$ cat src/hdl/l2p_pkg.sv
package l2p_pkg;

    localparam int WORD_LIMIT_DEF = 64;

    localparam int ID_W     = 7;
    localparam int CAP_W    = 16;
    localparam int LETTER_W = 5;
    localparam int MAX_RES  = 3;
    localparam int CNT_W    = 2;

    localparam logic [CAP_W-1:0] CAP_RESET = 16'd256;

    // Marker phonemes
    localparam logic [ID_W-1:0] PH_NONE  = 7'd0;
    localparam logic [ID_W-1:0] PH_BEGIN = 7'd1;
    localparam logic [ID_W-1:0] PH_END   = 7'd2;
    localparam logic [ID_W-1:0] PH_PAUSE = 7'd3;

    // Letter index of 'e' (silent trailing e)
    localparam logic [LETTER_W-1:0] LTR_E = 5'd4;

    // Character codes
    localparam logic [7:0] CH_UP_A    = 8'h41;
    localparam logic [7:0] CH_UP_Z    = 8'h5A;
    localparam logic [7:0] CH_LO_A    = 8'h61;
    localparam logic [7:0] CH_LO_Z    = 8'h7A;
    localparam logic [7:0] CASE_DELTA = 8'h20;
    localparam logic [7:0] CH_SPACE   = 8'h20;
    localparam logic [7:0] CH_BANG    = 8'h21;
    localparam logic [7:0] CH_COMMA   = 8'h2C;
    localparam logic [7:0] CH_PERIOD  = 8'h2E;
    localparam logic [7:0] CH_QUEST   = 8'h3F;

    typedef logic [ID_W-1:0] id_t;

    // Results of one item, in delivery order
    typedef struct packed {
        logic [CNT_W-1:0]             n;
        logic [MAX_RES-1:0][ID_W-1:0] ids;
    } l2p_res_t;

    // Fixed-width per-text state
    typedef struct packed {
        logic [LETTER_W-1:0] pend_letter;
        logic                pend_valid;
        logic [CAP_W-1:0]    committed;
        logic [CAP_W-1:0]    emitted;
        logic                started;
        logic                stopped;
    } l2p_ctl_t;

    typedef struct packed {
        logic [LETTER_W-1:0] first;
        logic [LETTER_W-1:0] second;
        logic [ID_W-1:0]     id;
    } pair_t;

    typedef struct packed {
        logic            hit;
        logic [ID_W-1:0] id;
    } pair_hit_t;

    localparam id_t LETTER_IDS [26] = '{
        7'd6,  7'd10, 7'd23, 7'd12, 7'd14, 7'd17, 7'd18, 7'd19, 7'd20,
        7'd22, 7'd23, 7'd24, 7'd25, 7'd26, 7'd28, 7'd30, 7'd23, 7'd31,
        7'd32, 7'd34, 7'd36, 7'd38, 7'd39, 7'd23, 7'd40, 7'd41
    };

    // Digraphs as letter indexes: th sh ch ng ph wh ck ee oo ou ow ai ay ea oi oy
    localparam pair_t PAIR_TAB [16] = '{
        '{5'd19, 5'd7,  7'd35}, '{5'd18, 5'd7,  7'd33},
        '{5'd2,  5'd7,  7'd11}, '{5'd13, 5'd6,  7'd27},
        '{5'd15, 5'd7,  7'd17}, '{5'd22, 5'd7,  7'd39},
        '{5'd2,  5'd10, 7'd23}, '{5'd4,  5'd4,  7'd21},
        '{5'd14, 5'd14, 7'd37}, '{5'd14, 5'd20, 7'd8},
        '{5'd14, 5'd22, 7'd28}, '{5'd0,  5'd8,  7'd16},
        '{5'd0,  5'd24, 7'd16}, '{5'd4,  5'd0,  7'd21},
        '{5'd14, 5'd8,  7'd29}, '{5'd14, 5'd24, 7'd29}
    };

    function automatic id_t letter_id(input logic [LETTER_W-1:0] li);
        id_t r;
        r = PH_NONE;
        if (li < 5'd26)
        begin
            r = LETTER_IDS[li];
        end
        return r;
    endfunction

    function automatic pair_hit_t pair_lookup(input logic [LETTER_W-1:0] a,
                                              input logic [LETTER_W-1:0] b);
        pair_hit_t r;
        r = '0;
        for (int i = 0; i < 16; i++)
        begin
            if (PAIR_TAB[i].first == a && PAIR_TAB[i].second == b)
            begin
                r.hit = 1'b1;
                r.id  = PAIR_TAB[i].id;
            end
        end
        return r;
    endfunction

endpackage

$ cat src/hdl/l2p_core.sv
// One item step: current state plus one character gives the results and next state.
module l2p_core
    import l2p_pkg::*;
#(
    parameter int WORD_LIMIT = WORD_LIMIT_DEF,
    parameter int WL_W       = $clog2(WORD_LIMIT)
)
(
    input  logic [7:0]       char_code,
    input  logic             has_char,
    input  logic             end_of_text,
    input  logic [CAP_W-1:0] capacity,
    input  l2p_ctl_t         ctl,
    input  logic [WL_W-1:0]  word_len,
    output l2p_res_t         res,
    output l2p_ctl_t         ctl_next,
    output logic [WL_W-1:0]  word_len_next
);

    localparam logic [WL_W-1:0] WL_MAX = WL_W'(WORD_LIMIT - 1);
    localparam logic [WL_W-1:0] WL_TWO = WL_W'(2);

    logic [CAP_W-1:0]    e0;
    logic [CAP_W-1:0]    c0;
    logic [3:0]          ok;
    logic [7:0]          lc;
    logic [LETTER_W-1:0] li;
    pair_hit_t           ph;
    logic                stop1;
    logic [WL_W-1:0]     wl1;
    logic                pv1;
    logic [LETTER_W-1:0] pl1;
    logic                commit;
    logic [3:0]          cand_v;
    id_t                 cand_id [4];
    id_t                 ids [4];
    logic [CNT_W-1:0]    n;
    logic [CNT_W-1:0]    nc;
    logic [CNT_W-1:0]    nc_char;

    always_comb
    begin
        e0 = ctl.started ? ctl.emitted : 16'd1;
        c0 = ctl.started ? ctl.committed : 16'd1;
        for (int k = 0; k < 3; k++)
        begin
            ok[k] = ({1'b0, e0} + 17'(k)) < {1'b0, capacity};
        end
        ok[3] = 1'b0;

        lc = (char_code >= CH_UP_A && char_code <= CH_UP_Z) ? char_code + CASE_DELTA
                                                           : char_code;
        li = LETTER_W'(lc - CH_LO_A);
        ph = pair_lookup(ctl.pend_letter, li);

        stop1   = ctl.stopped;
        wl1     = word_len;
        pv1     = ctl.pend_valid;
        pl1     = ctl.pend_letter;
        commit  = 1'b0;
        cand_v  = '0;
        for (int j = 0; j < 4; j++)
        begin
            cand_id[j] = PH_NONE;
        end

        if (has_char && !ctl.stopped && ({1'b0, c0} + 17'd1) >= {1'b0, capacity})
        begin
            stop1 = 1'b1;
        end

        // character path
        if (has_char && !stop1)
        begin
            if (lc >= CH_LO_A && lc <= CH_LO_Z)
            begin
                if (word_len < WL_MAX)
                begin
                    wl1 = word_len + WL_W'(1);
                    if (ctl.pend_valid)
                    begin
                        cand_v[0] = 1'b1;
                        if (ph.hit)
                        begin
                            cand_id[0] = ph.id;
                            pv1        = 1'b0;
                        end
                        else
                        begin
                            cand_id[0] = letter_id(ctl.pend_letter);
                            pl1        = li;
                        end
                    end
                    else
                    begin
                        pl1 = li;
                        pv1 = 1'b1;
                    end
                end
            end
            else
            begin
                if (word_len != '0)
                begin
                    cand_v[0]  = ctl.pend_valid &&
                                 !(ctl.pend_letter == LTR_E && word_len > WL_TWO);
                    cand_id[0] = letter_id(ctl.pend_letter);
                    commit     = 1'b1;
                end
                wl1 = '0;
                pv1 = 1'b0;
                pl1 = '0;
                if (lc == CH_SPACE || lc == CH_COMMA || lc == CH_PERIOD ||
                    lc == CH_BANG || lc == CH_QUEST)
                begin
                    cand_v[1]  = 1'b1;
                    cand_id[1] = PH_PAUSE;
                    commit     = 1'b1;
                end
            end
        end

        // end of text: flush the word, then the end marker
        if (end_of_text)
        begin
            cand_v[2]  = (wl1 != '0) && pv1 && !(pl1 == LTR_E && wl1 > WL_TWO);
            cand_id[2] = letter_id(pl1);
            cand_v[3]  = 1'b1;
            cand_id[3] = PH_END;
        end

        // pack results; capacity cuts off every later capped output
        for (int j = 0; j < 4; j++)
        begin
            ids[j] = PH_NONE;
        end
        n  = '0;
        nc = '0;
        nc_char = '0;
        if (!ctl.started)
        begin
            ids[0] = PH_BEGIN;
            n      = 2'd1;
        end
        for (int j = 0; j < 4; j++)
        begin
            if (cand_v[j] && ok[nc])
            begin
                ids[n] = cand_id[j];
                n      = n + 2'd1;
                nc     = nc + 2'd1;
            end
            if (j == 1)
            begin
                nc_char = nc;
            end
        end

        res.n      = n;
        res.ids[0] = ids[0];
        res.ids[1] = ids[1];
        res.ids[2] = ids[2];

        ctl_next      = ctl;
        word_len_next = word_len;
        if (!has_char && !end_of_text)
        begin
            res.n = '0;
        end
        else if (end_of_text)
        begin
            ctl_next      = '0;
            word_len_next = '0;
        end
        else
        begin
            ctl_next.started     = 1'b1;
            ctl_next.stopped     = stop1;
            ctl_next.pend_letter = pl1;
            ctl_next.pend_valid  = pv1;
            ctl_next.emitted     = e0 + CAP_W'(nc);
            ctl_next.committed   = commit ? e0 + CAP_W'(nc_char) : c0;
            word_len_next        = wl1;
        end
    end

endmodule

$ cat src/hdl/l2p_out_buf.sv
// Result register: holds the results of one item, drains one per transfer.
module l2p_out_buf
    import l2p_pkg::*;
(
    input  logic       clk,
    input  logic       rst_n,
    input  logic       load,
    input  l2p_res_t   load_res,
    output logic       can_load,
    output logic       m_tvalid,
    input  logic       m_tready,
    output logic [7:0] m_tdata,
    output logic       m_tlast
);

    logic [CNT_W-1:0]             cnt_reg;
    logic [CNT_W-1:0]             cnt_next;
    logic [MAX_RES-1:0][ID_W-1:0] ids_reg;
    logic [MAX_RES-1:0][ID_W-1:0] ids_next;
    logic                         fire;

    assign m_tvalid = (cnt_reg != '0);
    assign fire     = m_tvalid && m_tready;
    assign can_load = (cnt_reg == '0) || (cnt_reg == 2'd1 && m_tready);
    assign m_tdata  = {1'b0, ids_reg[0]};
    assign m_tlast  = (cnt_reg == 2'd1);

    always_comb
    begin
        cnt_next = cnt_reg;
        ids_next = ids_reg;
        if (load && load_res.n != '0)
        begin
            cnt_next = load_res.n;
            ids_next = load_res.ids;
        end
        else if (fire)
        begin
            cnt_next    = cnt_reg - 2'd1;
            ids_next[0] = ids_reg[1];
            ids_next[1] = ids_reg[2];
        end
    end

    always_ff @(posedge clk or negedge rst_n)
    begin
        if (!rst_n)
        begin
            cnt_reg <= '0;
        end
        else
        begin
            cnt_reg <= cnt_next;
        end
    end

    always_ff @(posedge clk)
    begin
        ids_reg <= ids_next;
    end

endmodule

$ cat src/hdl/letter_to_phoneme_stream.sv
// Channel   Dir  tdata               tuser       tlast
// s_*       in   [7:0] char_code     [0] has_char end_of_text
// m_*       out  [6:0] phone_idx     -            last_in_run
// cfg       in   output_capacity_we / output_capacity_wdata[15:0], no read-back
//
// An input transfer lands in an input register; the step logic turns it into
// 0..3 phoneme IDs that load the result register in one go once it is free.
// Throughput is one character per cycle while each yields at most one result
// and m_tready is high; an item with k results holds the result register for
// k output transfers. s_tready drops only when the input register is full and
// cannot move on. Reset clears all text state and sets output_capacity to 256.
module letter_to_phoneme_stream
    import l2p_pkg::*;
#(
    parameter int WORD_LIMIT = WORD_LIMIT_DEF
)
(
    input  logic             clk,
    input  logic             rst_n,
    // input character stream
    input  logic             s_tvalid,
    output logic             s_tready,
    input  logic [7:0]       s_tdata,   // [7:0] char_code
    input  logic [0:0]       s_tuser,   // [0] has_char
    input  logic             s_tlast,   // end_of_text
    // phoneme stream
    output logic             m_tvalid,
    input  logic             m_tready,
    output logic [7:0]       m_tdata,   // [6:0] phone_idx, [7] zero
    output logic             m_tlast,   // last_in_run
    // output_capacity register
    input  logic             output_capacity_we,
    input  logic [CAP_W-1:0] output_capacity_wdata
);

    localparam int WL_W = $clog2(WORD_LIMIT);

    // input register
    logic             in_valid_reg;
    logic [7:0]       char_reg;
    logic             has_reg;
    logic             eot_reg;
    logic             s_fire;
    logic             move;

    // text state
    l2p_ctl_t         ctl_reg;
    l2p_ctl_t         ctl_next;
    logic [WL_W-1:0]  word_len_reg;
    logic [WL_W-1:0]  word_len_next;
    logic [CAP_W-1:0] cap_reg;

    l2p_res_t         res;
    logic             buf_can_load;

    // An item with no results may leave at any time; otherwise the result
    // register must be free by the end of this cycle.
    assign move     = in_valid_reg && (res.n == '0 || buf_can_load);
    assign s_tready = !in_valid_reg || move;
    assign s_fire   = s_tvalid && s_tready;

    always_ff @(posedge clk or negedge rst_n)
    begin
        if (!rst_n)
        begin
            in_valid_reg <= 1'b0;
        end
        else if (s_fire)
        begin
            in_valid_reg <= 1'b1;
        end
        else if (move)
        begin
            in_valid_reg <= 1'b0;
        end
    end

    always_ff @(posedge clk)
    begin
        if (s_fire)
        begin
            char_reg <= s_tdata;
            has_reg  <= s_tuser[0];
            eot_reg  <= s_tlast;
        end
    end

    // State advances exactly when an item hands its results on.
    always_ff @(posedge clk or negedge rst_n)
    begin
        if (!rst_n)
        begin
            ctl_reg      <= '0;
            word_len_reg <= '0;
            cap_reg      <= CAP_RESET;
        end
        else
        begin
            if (move)
            begin
                ctl_reg      <= ctl_next;
                word_len_reg <= word_len_next;
            end
            if (output_capacity_we)
            begin
                cap_reg <= output_capacity_wdata;
            end
        end
    end

    l2p_core #(
        .WORD_LIMIT (WORD_LIMIT),
        .WL_W       (WL_W)
    ) u_core (
        .char_code     (char_reg),
        .has_char      (has_reg),
        .end_of_text   (eot_reg),
        .capacity      (cap_reg),
        .ctl           (ctl_reg),
        .word_len      (word_len_reg),
        .res           (res),
        .ctl_next      (ctl_next),
        .word_len_next (word_len_next)
    );

    l2p_out_buf u_out (
        .clk      (clk),
        .rst_n    (rst_n),
        .load     (move),
        .load_res (res),
        .can_load (buf_can_load),
        .m_tvalid (m_tvalid),
        .m_tready (m_tready),
        .m_tdata  (m_tdata),
        .m_tlast  (m_tlast)
    );

endmodule

$ cat config.mk
export PLATFORM = sky130hd
export DESIGN_NAME = letter_to_phoneme_stream
export DESIGN_NICKNAME = d
export VERILOG_FILES = /design/src/hdl/l2p_pkg.sv /design/src/hdl/l2p_core.sv /design/src/hdl/l2p_out_buf.sv /design/src/hdl/letter_to_phoneme_stream.sv
export SDC_FILE = /design/constraint.sdc
export NUM_CORES = 1
export LEC_CHECK = 0
export BUFFER_PORTS_ARGS = -buffer_cell sky130_fd_sc_hd__clkbuf_2
export CAP_MARGIN = 5
export CORE_MARGIN = 2
export CORE_UTILIZATION = 70
export CTS_BUF_LIST = sky130_fd_sc_hd__clkbuf_4
export CTS_CLUSTER_DIAMETER = 40
export DETAILED_ROUTE_END_ITERATION = 12
export MAX_ROUTING_LAYER = met4
export PLACE_DENSITY = 0.94
export REMOVE_ABC_BUFFERS = 1
export SLEW_MARGIN = 30
export SYNTH_ARGS = -nofsm -noshare
export SYNTH_HDL_FRONTEND = slang
export SYNTH_HIERARCHICAL = 1
export SYNTH_SLANG_ARGS = --single-unit
export TNS_END_PERCENT = 10
$ cat constraint.sdc
create_clock -name clk -period 13.5 [get_ports clk]
set_clock_uncertainty 0.1 [all_clocks]
set_input_delay 0.675 -clock clk [delete_from_list [all_inputs] [get_ports clk]]
set_output_delay 0.675 -clock clk [all_outputs]
set_load 0.005 [all_outputs]
======== Word-level counts from Yosys, hierarchy flattened ========
Memories as Yosys holds them, arrays and structs flattened.
Index checks and enable logic that the tools add are counted.
W data, S select, Z words.
operators by class
  $add $sub $neg .......................... 16
  magnitude comparators ................... 26
  eq/ne operators ......................... 25
  mux-type cells .......................... 102
  bitwise operators ....................... 7
  reductions and logical operators ........ 65
operators by type and width
  cell                     count
  $mux W8                  17
  $bwmux W28               4
  $mux W28                 4
  $mux W7                  15
  $demux W7 S2             4
  $mux W14                 4
  $mux W16                 3
  $eq A8 B6 Y1 const B     5
  $logic_and A1 B1 Y1      40
  $mux W40                 1
  $add A16 B1 Y17 const B  2
  $lt A17 B16 Y1           2
  $add A16 B2 Y16          2
  $eq A4 B5 Y1 const A     6
  $eq A5 B5 Y1 const A     6
  $mux W2                  14
  $mux W5                  5
  $mux W1                  24
  $mux W6                  4
  $eq A3 B5 Y1 const A     4
  $add A16 B2 Y17 const B  1
  $ge A17 B16 Y1           1
  $ge A8 B7 Y1 const B     2
  $le A8 B7 Y1 const B     2
  other kinds (30)         69
storage, ports and cells
  flip-flop bits (word level) ............. 96
  ROM bits ................................ 448
  input bits .............................. 31
  output and inout bits ................... 11
  logic and storage cells ................. 259
  memories ................................ 2
memories
  name              depth  width  read ports  clocked after Yosys merged registers in  wr ports  RTL line       source
  (name not given)  32     7      1           0                                        0         l2p_pkg.sv:86  r = LETTER_IDS[li];
  (name not given)  32     7      1           0                                        0         l2p_pkg.sv:86

======== Depth between registers and ports, before layout ========
Gate-level depths: netlist (run 1).
  word-level depth ........................ 45
  gate-level depth with buffers ........... 40
  depth with buffers taken out ............ 35

======== Hierarchy ========
The synthesis (run 1) kept the hierarchy.
by module, submodules not included
  module                    times used  cells each  area an instance (µm²)  sequential area each (µm²)
  l2p_core                  1           982         6,470.0                 0.0
  letter_to_phoneme_stream  1           258         3,320.7                 1,878.1
  l2p_out_buf               1           64          1,071.0                 680.7

======== Least setup slack after synthesis (run 1) ========
Ideal clock, no wire load.
  path type ............................... reg-to-reg
  start ................................... reg ctl_reg[1] in the netlist's numbering
  end ..................................... reg u_out/ids_reg[10] in the netlist's numbering, enable pin
  library setup time ...................... 0.361 ns
  arrival time ............................ 8.391 ns
  required time ........................... 13.039 ns
  path slack .............................. 4.648 ns
  stages on the path, launching flop included .. 38
  buffers on the path ..................... 9
  clock period less this slack ............ 8.852 ns
  path through ............................ dfrtp_1 buf_2 clkbuf_1 buf_1 clkbuf_1 clkbuf_1 and2_1 ha_1 nand3_1 nor3_1 nand3_1 xnor2_1 and2_1 ha_1 nand4_1 a311o_1 o21a_1 clkbuf_1 [... 2 more ...] a211oi_1 ha_1 nand2_1 o21ai_0 a21oi_1 nand3b_2 mux2_2 ha_1 inv_1 a31oi_1 o31ai_1 o21ba_1 clkbuf_1 buf_2 nor2b_1 o21ai_4 buf_12 nand2_1
RTL lines
  element                 RTL line                         source
  start, declared         letter_to_phoneme_stream.sv:47   l2p_ctl_t ctl_reg;
  start signal, assigned  letter_to_phoneme_stream.sv:101  ctl_reg <= ctl_next;
  end signal, assigned    l2p_out_buf.sv:59                ids_reg <= ids_next;
  end, declared           l2p_out_buf.sv:18                logic [MAX_RES-1:0][ID_W-1:0] ids_reg;

==> run metrics, run 1 <==
clock latency reported for the late side of the worst-skew pair 0.49 ns; Iteration-0 DRC Markers 1123; P_leak 4.770 nW; per-instance average area after synthesis approximately 8.3 um^2; maximum root-to-sink buffer count 2; port buffer count 40; Most common cell on crit path ha_1; CP delay by family, top simple AND/OR/NAND/NOR gates; multi-input gate area in the final layout 7421 um^2; portion of the post-synthesis area used by sequential elements between 20% and 30%; cts-stage hold buffer count 0; Post-Syn Area about 11000 um^2; Post-Route WL about 30000 um; number of flip-flops in the largest register 40; crit end category output pin; Synth Instances 1304; Max Cap Viol 0; worst voltage drop across the vdd grid 0.1500 mV; share of async-settable or async-resettable flops after synthesis 67.71%; TritonCTS Buffers 9; final-report setup violation count 0; die span in y around 130 um; Tot Pwr 1.418 mW; remaining antenna violation count after routing 0; maximum cell stage delay along the critical path 0.75 ns; measured slew at the worst slew-check pin 0.9293 ns; run status complete, no violations; peak fanout along the critical path just under 50; via count of the first global-routing pass 9898; via total after detailed routing about 10000; RSZ-0062 raised after global routing false; Worst setup SP type flop; Std-Cell Core Area 15200 um^2; top library cells by usage in the layout, fill and taps aside 144 x nand2_1, 118 x nor2_1, 116 x inv_1; buffers and inverters on the worst path 4; Post-Synth XOR/XNOR Area around 5.0%; post-synth cell types roughly 100; final cycle utilization of the critical path 71.88%; total gr overflow 0; Hold Fails Final Rpt 0; Highest Clock Rate 103.0 MHz; area enclosed by the die boundary 16530 um^2; TritonCTS Sinks 96; first-pass GRT wire length 47670 um; clock tree from TritonCTS built; antenna violations before repair 1; GRT Util Overall ~37%; clock transition at the registers of the reported paths 0.17 ns; number of placed I/O pins 42; HPWL Detailed 21470 um; number of enable flip-flop cells after synthesis 31; Rel. slew slack a little under two fifths; leading register cell type out of synthesis dfrtp_1; share of layout cells above drive strength 1 12.08%; main combinational cell family by area after synthesis compound AO/OA/AOI/OAI gates; Compound-Gate Fraction of Synth Area 23.81%; most common cell after layout, fill and taps aside nand2_1; slowest cell on the critical path a211oi_1; number of register bits inferred by synthesis 96; post-cts resize count 0; CTS Root Cell clkbuf_4; number of H-tree levels 3; storage element area between 2000 and 3000 um^2; starting density of the core about 70%; total power divided by cell area 127.8 nW/um^2; Placed Instance Area roughly 11000 um^2; Row Count between 40 and 50; fill count between 1000 and 1500; Post-Synth Adder-Cell Area 12.92%; hold_ws ~0.14 ns; Hold WC Path Type primary input to asynchronous set/reset pin; simple-gate share of the synthesized area between 20 and 25%; multiplexer share of the synthesized area 4.688%; arrival time reported for the critical path endpoint ~8.9 ns; net count of the finished layout approximately 1400; worst path required time 12.73 ns; final weighted congestion in routability-driven placement about 1; first-pass iteration count of the detailed router 6; maximum number of pins on one net before global-route repair 66; warnings from Yosys 6; chip width 128.6 um; Critical Setup Path Class flop to output pin; Setup TNS Final 0 ns; final instance area roughly 11000 um^2; minimum clock period after layout just under 10 ns; average via count per standard cell between 6 and 7; reg2reg setup slack 4.30 ns; count of final max-slew check failures 0; Area Overhead vs Synth 2.131%; number of buffers added for setup after CTS 0; number of design rule violations left after detail routing 0; routed wirelength normalized by instance count 19.83 um
==> cell families after synthesis <==
group / count (synthesis)
muxes: 44
xor gates and xnor gates: 62
DFF: 96
buffers and inverters: 201
and+or+nand+nor: 471
other: 2
adders and majority gates: 111
AOI/OAI and AO/OA: 317
==> where the power goes <==
group          internal (mW)  switching (mW)
combinational          0.273           0.539
sequential             0.381          0.0537
clock                 0.0613           0.111
==> path summary, 6_finish.rpt <==
path | start | end | depth (start not counted)
worst max-delay path | ctl_reg[1] | s_tready | 27
worst min-delay path | rst_n | ctl_reg[10] | 2
worst max register to register | ctl_reg[1] | u_out/ids_reg[10] | 27
worst min register to register | cap_reg[4] | cap_reg[4] | 1
max in group asynchronous | rst_n | ctl_reg[27] | 2
min in group clk | s_tdata[3] | char_reg[3] | 1
==> per-stage QoR <==
stage	setup slack [ns]	std cells	utilization, %
2_1_floorplan	4.135	1226	-
3_3_place_gp	4.694	1463	71.84
3_5_place_dp	4.342	1463	71.87
4_1_cts	3.765	1479	72.84
5_1_grt	3.081	1480	72.97
6_report	3.796	1480	72.97
==> routing by layer <==
layer | global-route usage, % | up-vias | share of wire, %
li1 | - | 4645 | -
met2 | 63.20 | 558 | 50
met3 | 5.738 | 125 | 7.8
met4 | 18.99 | 0 | 4.3
met1 | 42.27 | 4770 | 38
met5 | - | - | 0
==> synthesized netlist by cell type (11+ instances only) <==
cell type,instances,area [um^2]
a21o_1,25,187.7
a21oi_1,57,285.3
a22oi_1,23,172.7
a31oi_1,14,87.58
and2_1,11,68.82
and3_1,17,106.4
buf_2,13,65.06
buf_4,15,112.6
clkbuf_1,34,127.6
dfrtp_1,64,1602
edfxtp_1,31,930.9
ha_1,109,1364
inv_1,116,435.4
mux2_1,16,180.2
mux2i_1,13,130.1
nand2_1,144,540.5
nand2b_1,12,75.07
nand3_1,48,240.2
nand4_1,23,143.9
nor2_1,118,442.9
nor2b_1,12,75.07
nor3_1,26,130.1
o211ai_1,12,90.09
o21ai_0,43,215.2
o32ai_2,40,650.6
xnor2_1,50,437.9
xor2_1,12,105.1
==> layout make-up <==
type                            count  area share, %
Antenna cell                        1        0.02256
Inverter                          121          4.117
Sequential cell                    96          23.07
Multi-Input combinational cell   1009          66.90
Clock buffer                       10         0.6767
Tap cell                          188          2.120
Timing Repair Buffer               49          2.448
Clock inverter                      6         0.6542
Note: power is estimated with default switching activity, not from simulation.
==> run 2, diff against run 1 <==
- ABC_AREA: not set -> 1
- CORE_UTILIZATION: 70 -> 59
- PLACE_DENSITY: 0.94 -> 0.85
- clock period: 13.5 -> 8.3 ns (I/O delays scaled with it)
==> run 2 against run 1 <==
Compared with the run above: area after synthesis is 4.4% lower; global-route usage is 5.2 points lower; largest cell class unchanged; setup slack worse by 3.2 ns; highest routed layer unchanged; combinational power is 65% higher; power is 73% higher; register-to-register slack worse by 3.7 ns.
==> run metrics, run 2 <==
run status complete, no violations; end-of-flow core utilization 63.63%; via total after detailed routing 10134; Critical Setup Path Class flop to flop; Synth Instances 1538; first-pass GRT wire length 46020 um; Placed Instance Area 10590 um^2; area enclosed by the die boundary about 19000 um^2; Row Count between 40 and 50; total gr overflow 0; average via count per standard cell 5.652; minimum clock period after layout around 7.7 ns; net count of the finished layout 1704; count of final max-slew check failures 0; Rel. slew slack 49.64%; capturing point of the worst reg2reg path ctl_reg[14]; post-synth cell types 55; Worst setup SP type flop; maximum root-to-sink buffer count 2; slowest cell on the critical path fa_1; measured slew at the worst slew-check pin 0.7536 ns; warnings from Yosys 6; port buffer count 40; antenna violations before repair 1; Compound-Gate Fraction of Synth Area 10.53%; Hold Fails Final Rpt 0; Post-Syn Area ~10000 um^2; number of enable flip-flop cells after synthesis 31; final cycle utilization of the critical path between 90 and 100%; library cell with the highest instance count after synthesis nand2_1; arrival time reported for the critical path endpoint 8.04 ns; HPWL Detailed ~21000 um; number of design rule violations left after detail routing 0; first-pass iteration count of the detailed router 6; Iteration-0 DRC Markers between 700 and 800; portion of the post-synthesis area used by sequential elements 24.64%; Std-Cell Core Area 17240 um^2; maximum cell stage delay along the critical path 0.44 ns; multiplexer share of the synthesized area 1.735%; CTS Root Cell clkbuf_4; most common cell after layout, fill and taps aside nand2_1; starting density of the core 60.24%; TritonCTS Buffers 9; biggest area consumer among synthesized cells dfrtp_1; clock tree from TritonCTS built; share of layout cells above drive strength 1 about 10%; Max Cap Viol 0; GRT Util Overall 31.83%; Highest Clock Rate 129.2 MHz; Post-Synth Adder-Cell Area between 10% and 20%; via count of the first global-routing pass 9733; final weighted congestion in routability-driven placement 1.005; peak fanout along the critical path 9; die span in y 136.7 um; Hold WC Path Type primary input to flop; crit end category flop; clock transition at the registers of the reported paths 0.18 ns; top library cells by usage in the layout, fill and taps aside 414 x nand2_1, 194 x inv_1, 155 x nor2_1; per-instance average area after synthesis about 6.8 um^2; cells on worst reg2reg path 50; maximum number of pins on one net before global-route repair 66; worst path required time 8.60 ns; worst voltage drop across the vdd grid 0.2013 mV; TritonCTS Sinks 96; clock latency reported for the late side of the worst-skew pair approximately 0.50 ns; hold_sp output_capacity_wdata[15]; routed wirelength normalized by instance count 15.58 um; buffers and inverters on the worst path 9; Post-Synth XOR/XNOR Area 4.640%; number of H-tree levels 3; P_leak 5.588 nW; share of async-settable or async-resettable flops after synthesis 67.71%; Worst Hold Path EP cap_reg[15]; remaining antenna violation count after routing 0; final-report setup violation count 0; Most common cell on crit path nand2_1; synth top area cells dfrtp_1 15%, nand2_1 15%, ha_1 13%; reg2reg setup slack 0.56 ns; top cell type's share of synthesized area approximately 15%; final instance area 10970 um^2; CP delay by family, top simple AND/OR/NAND/NOR gates; Post-Route WL 27930 um; number of register bits inferred by synthesis between 90 and 100; chip width 136.7 um; number of placed I/O pins 42; main combinational cell family by area after synthesis simple AND/OR/NAND/NOR gates; leading post-synthesis cells by instance count 415 x nand2_1, 194 x inv_1, 157 x nor2_1; worst r2r src ctl_reg[19]; leading register cell type out of synthesis dfrtp_1; Area Overhead vs Synth 5.640%; total power divided by cell area 223.5 nW/um^2; Setup TNS Final 0 ns; number of flip-flops in the largest register 40; cell depth of the worst min-delay path 2; simple-gate share of the synthesized area 33.88%
run 2: cell count changes after synthesis, moves of 22 or more:
cell	delta
nand2_1	+271
inv_1	+78
nand3_1	+73
xnor2_1	-42
o32ai_2	-40
nor2_1	+39
xor2_1	+35
o21ai_0	+33
a21o_1	-24
a22oi_1	-22
run 2: logic make-up after synthesis:
logic type      count (synthesis)
mux                            16
flops                          96
xor+xnor                       55
buf+inv                       261
simple gates                  802
compound gates                195
fa+ha+maj                     111
other cells                     2
run 2: cell type report:
class | count | area, um^2
Antenna cell | 1 | 2.502
Clock buffer | 9 | 67.56
Clock inverter | 7 | 126.4
Fill cell | 1597 | 6269
Inverter | 207 | 782.0
Multi-Input combinational cell | 1183 | 6720
Sequential cell | 96 | 2559
Tap cell | 225 | 281.5
Timing Repair Buffer | 65 | 429.2
run 2: stage by stage:
| step | std cells | setup slack [ns] | power [mW] | hold slack [ns] |
|---|---|---|---|---|
| 2_1_floorplan | 1486 | -1.066 | 1.673 | 0.01941 |
| 3_3_place_gp | 1760 | 0.6319 | 2.036 | 0.3595 |
| 3_5_place_dp | 1760 | 0.2898 | 2.077 | 0.3632 |
| 4_1_cts | 1787 | 0.2551 | 2.430 | 0.004981 |
| 5_1_grt | 1793 | -0.002750 | 2.663 | 0.01141 |
| 6_report | 1793 | 0.5584 | 2.452 | 0.02503 |
run 2: worst max path at each step:
| stage | from | end | slack (ns) | depth (start not counted) |
|---|---|---|---|---|
| final | ctl_reg[19] | ctl_reg[14] | 0.56 | 50 |
| after detailed placement | ctl_reg[1] | u_out/m_tdata[2] | 0.29 | 40 |
| after global placement | ctl_reg[1] | ctl_reg[14] | 0.63 | 49 |
| after global routing | ctl_reg[19] | ctl_reg[14] | -0.003 | 50 |
| after floorplan | ctl_reg[1] | u_out/ids_reg[10] | -1.07 | 41 |
| after CTS | ctl_reg[1] | u_out/m_tdata[2] | 0.26 | 40 |
run 2: worst reg2reg max path: cells and delay by family (launching register included):
kind / cells / cell delay, ns
buf+inv: 9 / 0.73
simple gates: 32 / 4.36
flops: 1 / 0.41
fa+ha+maj: 4 / 1.27
compound gates: 3 / 0.50
xor+xnor: 2 / 0.33
run 2: report_power, final:
group / leakage (nW) / total [mW] / internal [mW] / switching (mW)
Sequential: 1.16 / 0.767 / 0.660 / 0.106
Clock: 0.0987 / 0.344 / 0.156 / 0.188
Combinational: 4.33 / 1.34 / 0.400 / 0.942
run 2: repair_timing:
action / 4_1_cts / 5_1_grt
endpoints found under the hold margin: 11 / 64
gates resized for setup: 0 / 7
hold buffers: 11 / 1
buffers inserted: 0 / 4
setup endpoints to repair: 0 / 23
run 2: metal layers:
layer	global-route usage [%]	share of wire, %
met1	35.92	40
met2	55.94	50
met3	4.407	5.3
met4	14.29	4.4
met5	-	0
==> run 3, diff against run 2 <==
- CORE_UTILIZATION: 59 -> 30
- CTS_CLUSTER_SIZE: not set -> 8
- PLACE_DENSITY: 0.85 -> 0.51
==> run 3 against run 2 <==
Compared with the run above: largest cell class unchanged; clock-buffer cell count did not move; via count shrank 2.0%; setup slack better by 0.0050 ns; final cell count rose by 14%; global-route usage fell by 14 points; non-clock buffer count increased by 16; sequential power is essentially flat.
==> run metrics, run 3 (synthesis gave the netlist of run 2 again) <==
port buffer count 40; chip width roughly 190 um; Hold Fails Final Rpt 0; clock transition at the registers of the reported paths 0.18 ns; count of final max-slew check failures 0; TritonCTS Sinks 96; Post-Route WL 30720 um; area enclosed by the die boundary roughly 36000 um^2; global-route layer with the greatest usage met2; average via count per standard cell 4.869; met3 track demand over resource 2.306%; hold_ws 0.1137 ns; CTS Root Cell clkbuf_4; number of flip-flops in the largest register 40; via count of the first global-routing pass around 9700; RSZ-0062 raised after global routing false; Tot Pwr 2.406 mW; Rel. slew slack between 40% and 50%; final worst slack about 0.56 ns; routed wirelength normalized by instance count 15.07 um; die span in y 190.0 um; antenna violations before repair 2; number of H-tree levels 3; remaining antenna violation count after routing 0; final cycle utilization of the critical path 93.21%; GRT Util Overall ~18%; Critical Setup Path Class flop to output pin; starting density of the core 30.28%; peak fanout along the critical path 22; Worst setup SP type flop; maximum number of pins on one net before global-route repair 66; Row Count slightly below 70; Std-Cell Core Area 34290 um^2; maximum root-to-sink buffer count 2; final-report setup violation count 0; number of design rule violations left after detail routing 0; Hold WC Path Type primary input to flop; Iteration-0 DRC Markers slightly below 700; arrival time reported for the critical path endpoint 7.22 ns; maximum cell stage delay along the critical path 0.40 ns; slowest cell on the critical path dfrtp_1; via total after detailed routing 9927; Area Overhead vs Synth 9.557%; final weighted congestion in routability-driven placement 0.9131; met1 Resource Use GR between 20% and 30%; clock latency reported for the late side of the worst-skew pair 0.57 ns; worst voltage drop across the vdd grid 0.2352 mV; number of placed I/O pins 42; clock tree from TritonCTS built; Highest Clock Rate 129.3 MHz; total power divided by cell area 211.5 nW/um^2; TritonCTS Buffers 9; Max Cap Viol 0; total gr overflow 0; minimum clock period after layout 7.737 ns; measured slew at the worst slew-check pin 0.8542 ns; Setup TNS Final 0 ns; worst slack, placed slightly below 0.2 ns; share of layout cells above drive strength 1 10.30%; run status complete, no violations; HPWL Detailed 23270 um; first-pass iteration count of the detailed router 5; end-of-flow core utilization 33.17%; worst path required time 7.79 ns; top library cells by usage in the layout, fill and taps aside 414 x nand2_1, 194 x inv_1, 153 x nor2_1; Global Route met2 Usage between 20% and 30%; first-pass GRT wire length 49980 um; most common cell after layout, fill and taps aside nand2_1; P_leak 5.638 nW; crit end category output pin; net count of the finished layout 1720
-- run 3: what timing repair did --
action	in CTS	in global routing
hold buffers	28	0
setup buffers	0	1
resized for setup	0	10
setup endpoints to repair	0	58
hold endpoints to repair	91	0
-- run 3: path summary, 6_finish.rpt --
kind                             start               end  slack (ns)  cells past startpoint
min in group asynchronous        rst_n        cap_reg[9]        0.29                      2
max                         ctl_reg[1]          s_tready        0.56                     37
min                           m_tready  u_out/cnt_reg[0]        0.11                      4
max in group asynchronous        rst_n       ctl_reg[20]        7.34                      2
max reg2reg                 ctl_reg[1]       ctl_reg[12]        0.57                     47
min reg2reg                ctl_reg[18]       ctl_reg[18]        0.40                      2
-- run 3: critical path: cells and delay by family (launching register included) --
| family | cells | cell delay, ns |
|---|---|---|
| flip-flops | 1 | 0.40 |
| buffers and inverters | 10 | 1.38 |
| AND/OR/NAND/NOR | 22 | 3.40 |
| adder cells (fa/ha/maj) | 3 | 0.98 |
| XOR/XNOR | 2 | 0.50 |
-- run 3: routing by layer --
layer  vias to the layer above  part of all wire [%]
li1                       5052                     -
met1                      4625                    47
met2                       210                    46
met3                        40                   3.8
met4                         0                   2.4
met5                         -                     0
-- run 3: area by class of cell --
class	count	area, um^2
flip-flops and latches	96	2559
diodes	1	2.502
multi-input cells	1183	6741
repair buffers	81	584.3
well taps	455	569.3
inverters	207	782.0
fillers	3727	22910
clock inverters	7	68.82
clock buffers	9	67.56
-- run 3: per-stage QoR --
| stage | instance area [um^2] | instances |
|---|---|---|
| floorplan | 10030 | 1486 |
| global placement | 10900 | 1993 |
| detailed placement | 10900 | 1993 |
| CTS | 11320 | 2037 |
| global route | 11370 | 2039 |
| finish | 11370 | 2039 |
-- run 3: power by group --
part	total, mW	leakage (nW)	switching [mW]	internal, mW
Sequential	0.767	1.16	0.107	0.660
Combinational	1.36	4.41	0.962	0.401
Clock	0.276	0.0670	0.209	0.0671
Total	2.41	5.64	1.28	1.13
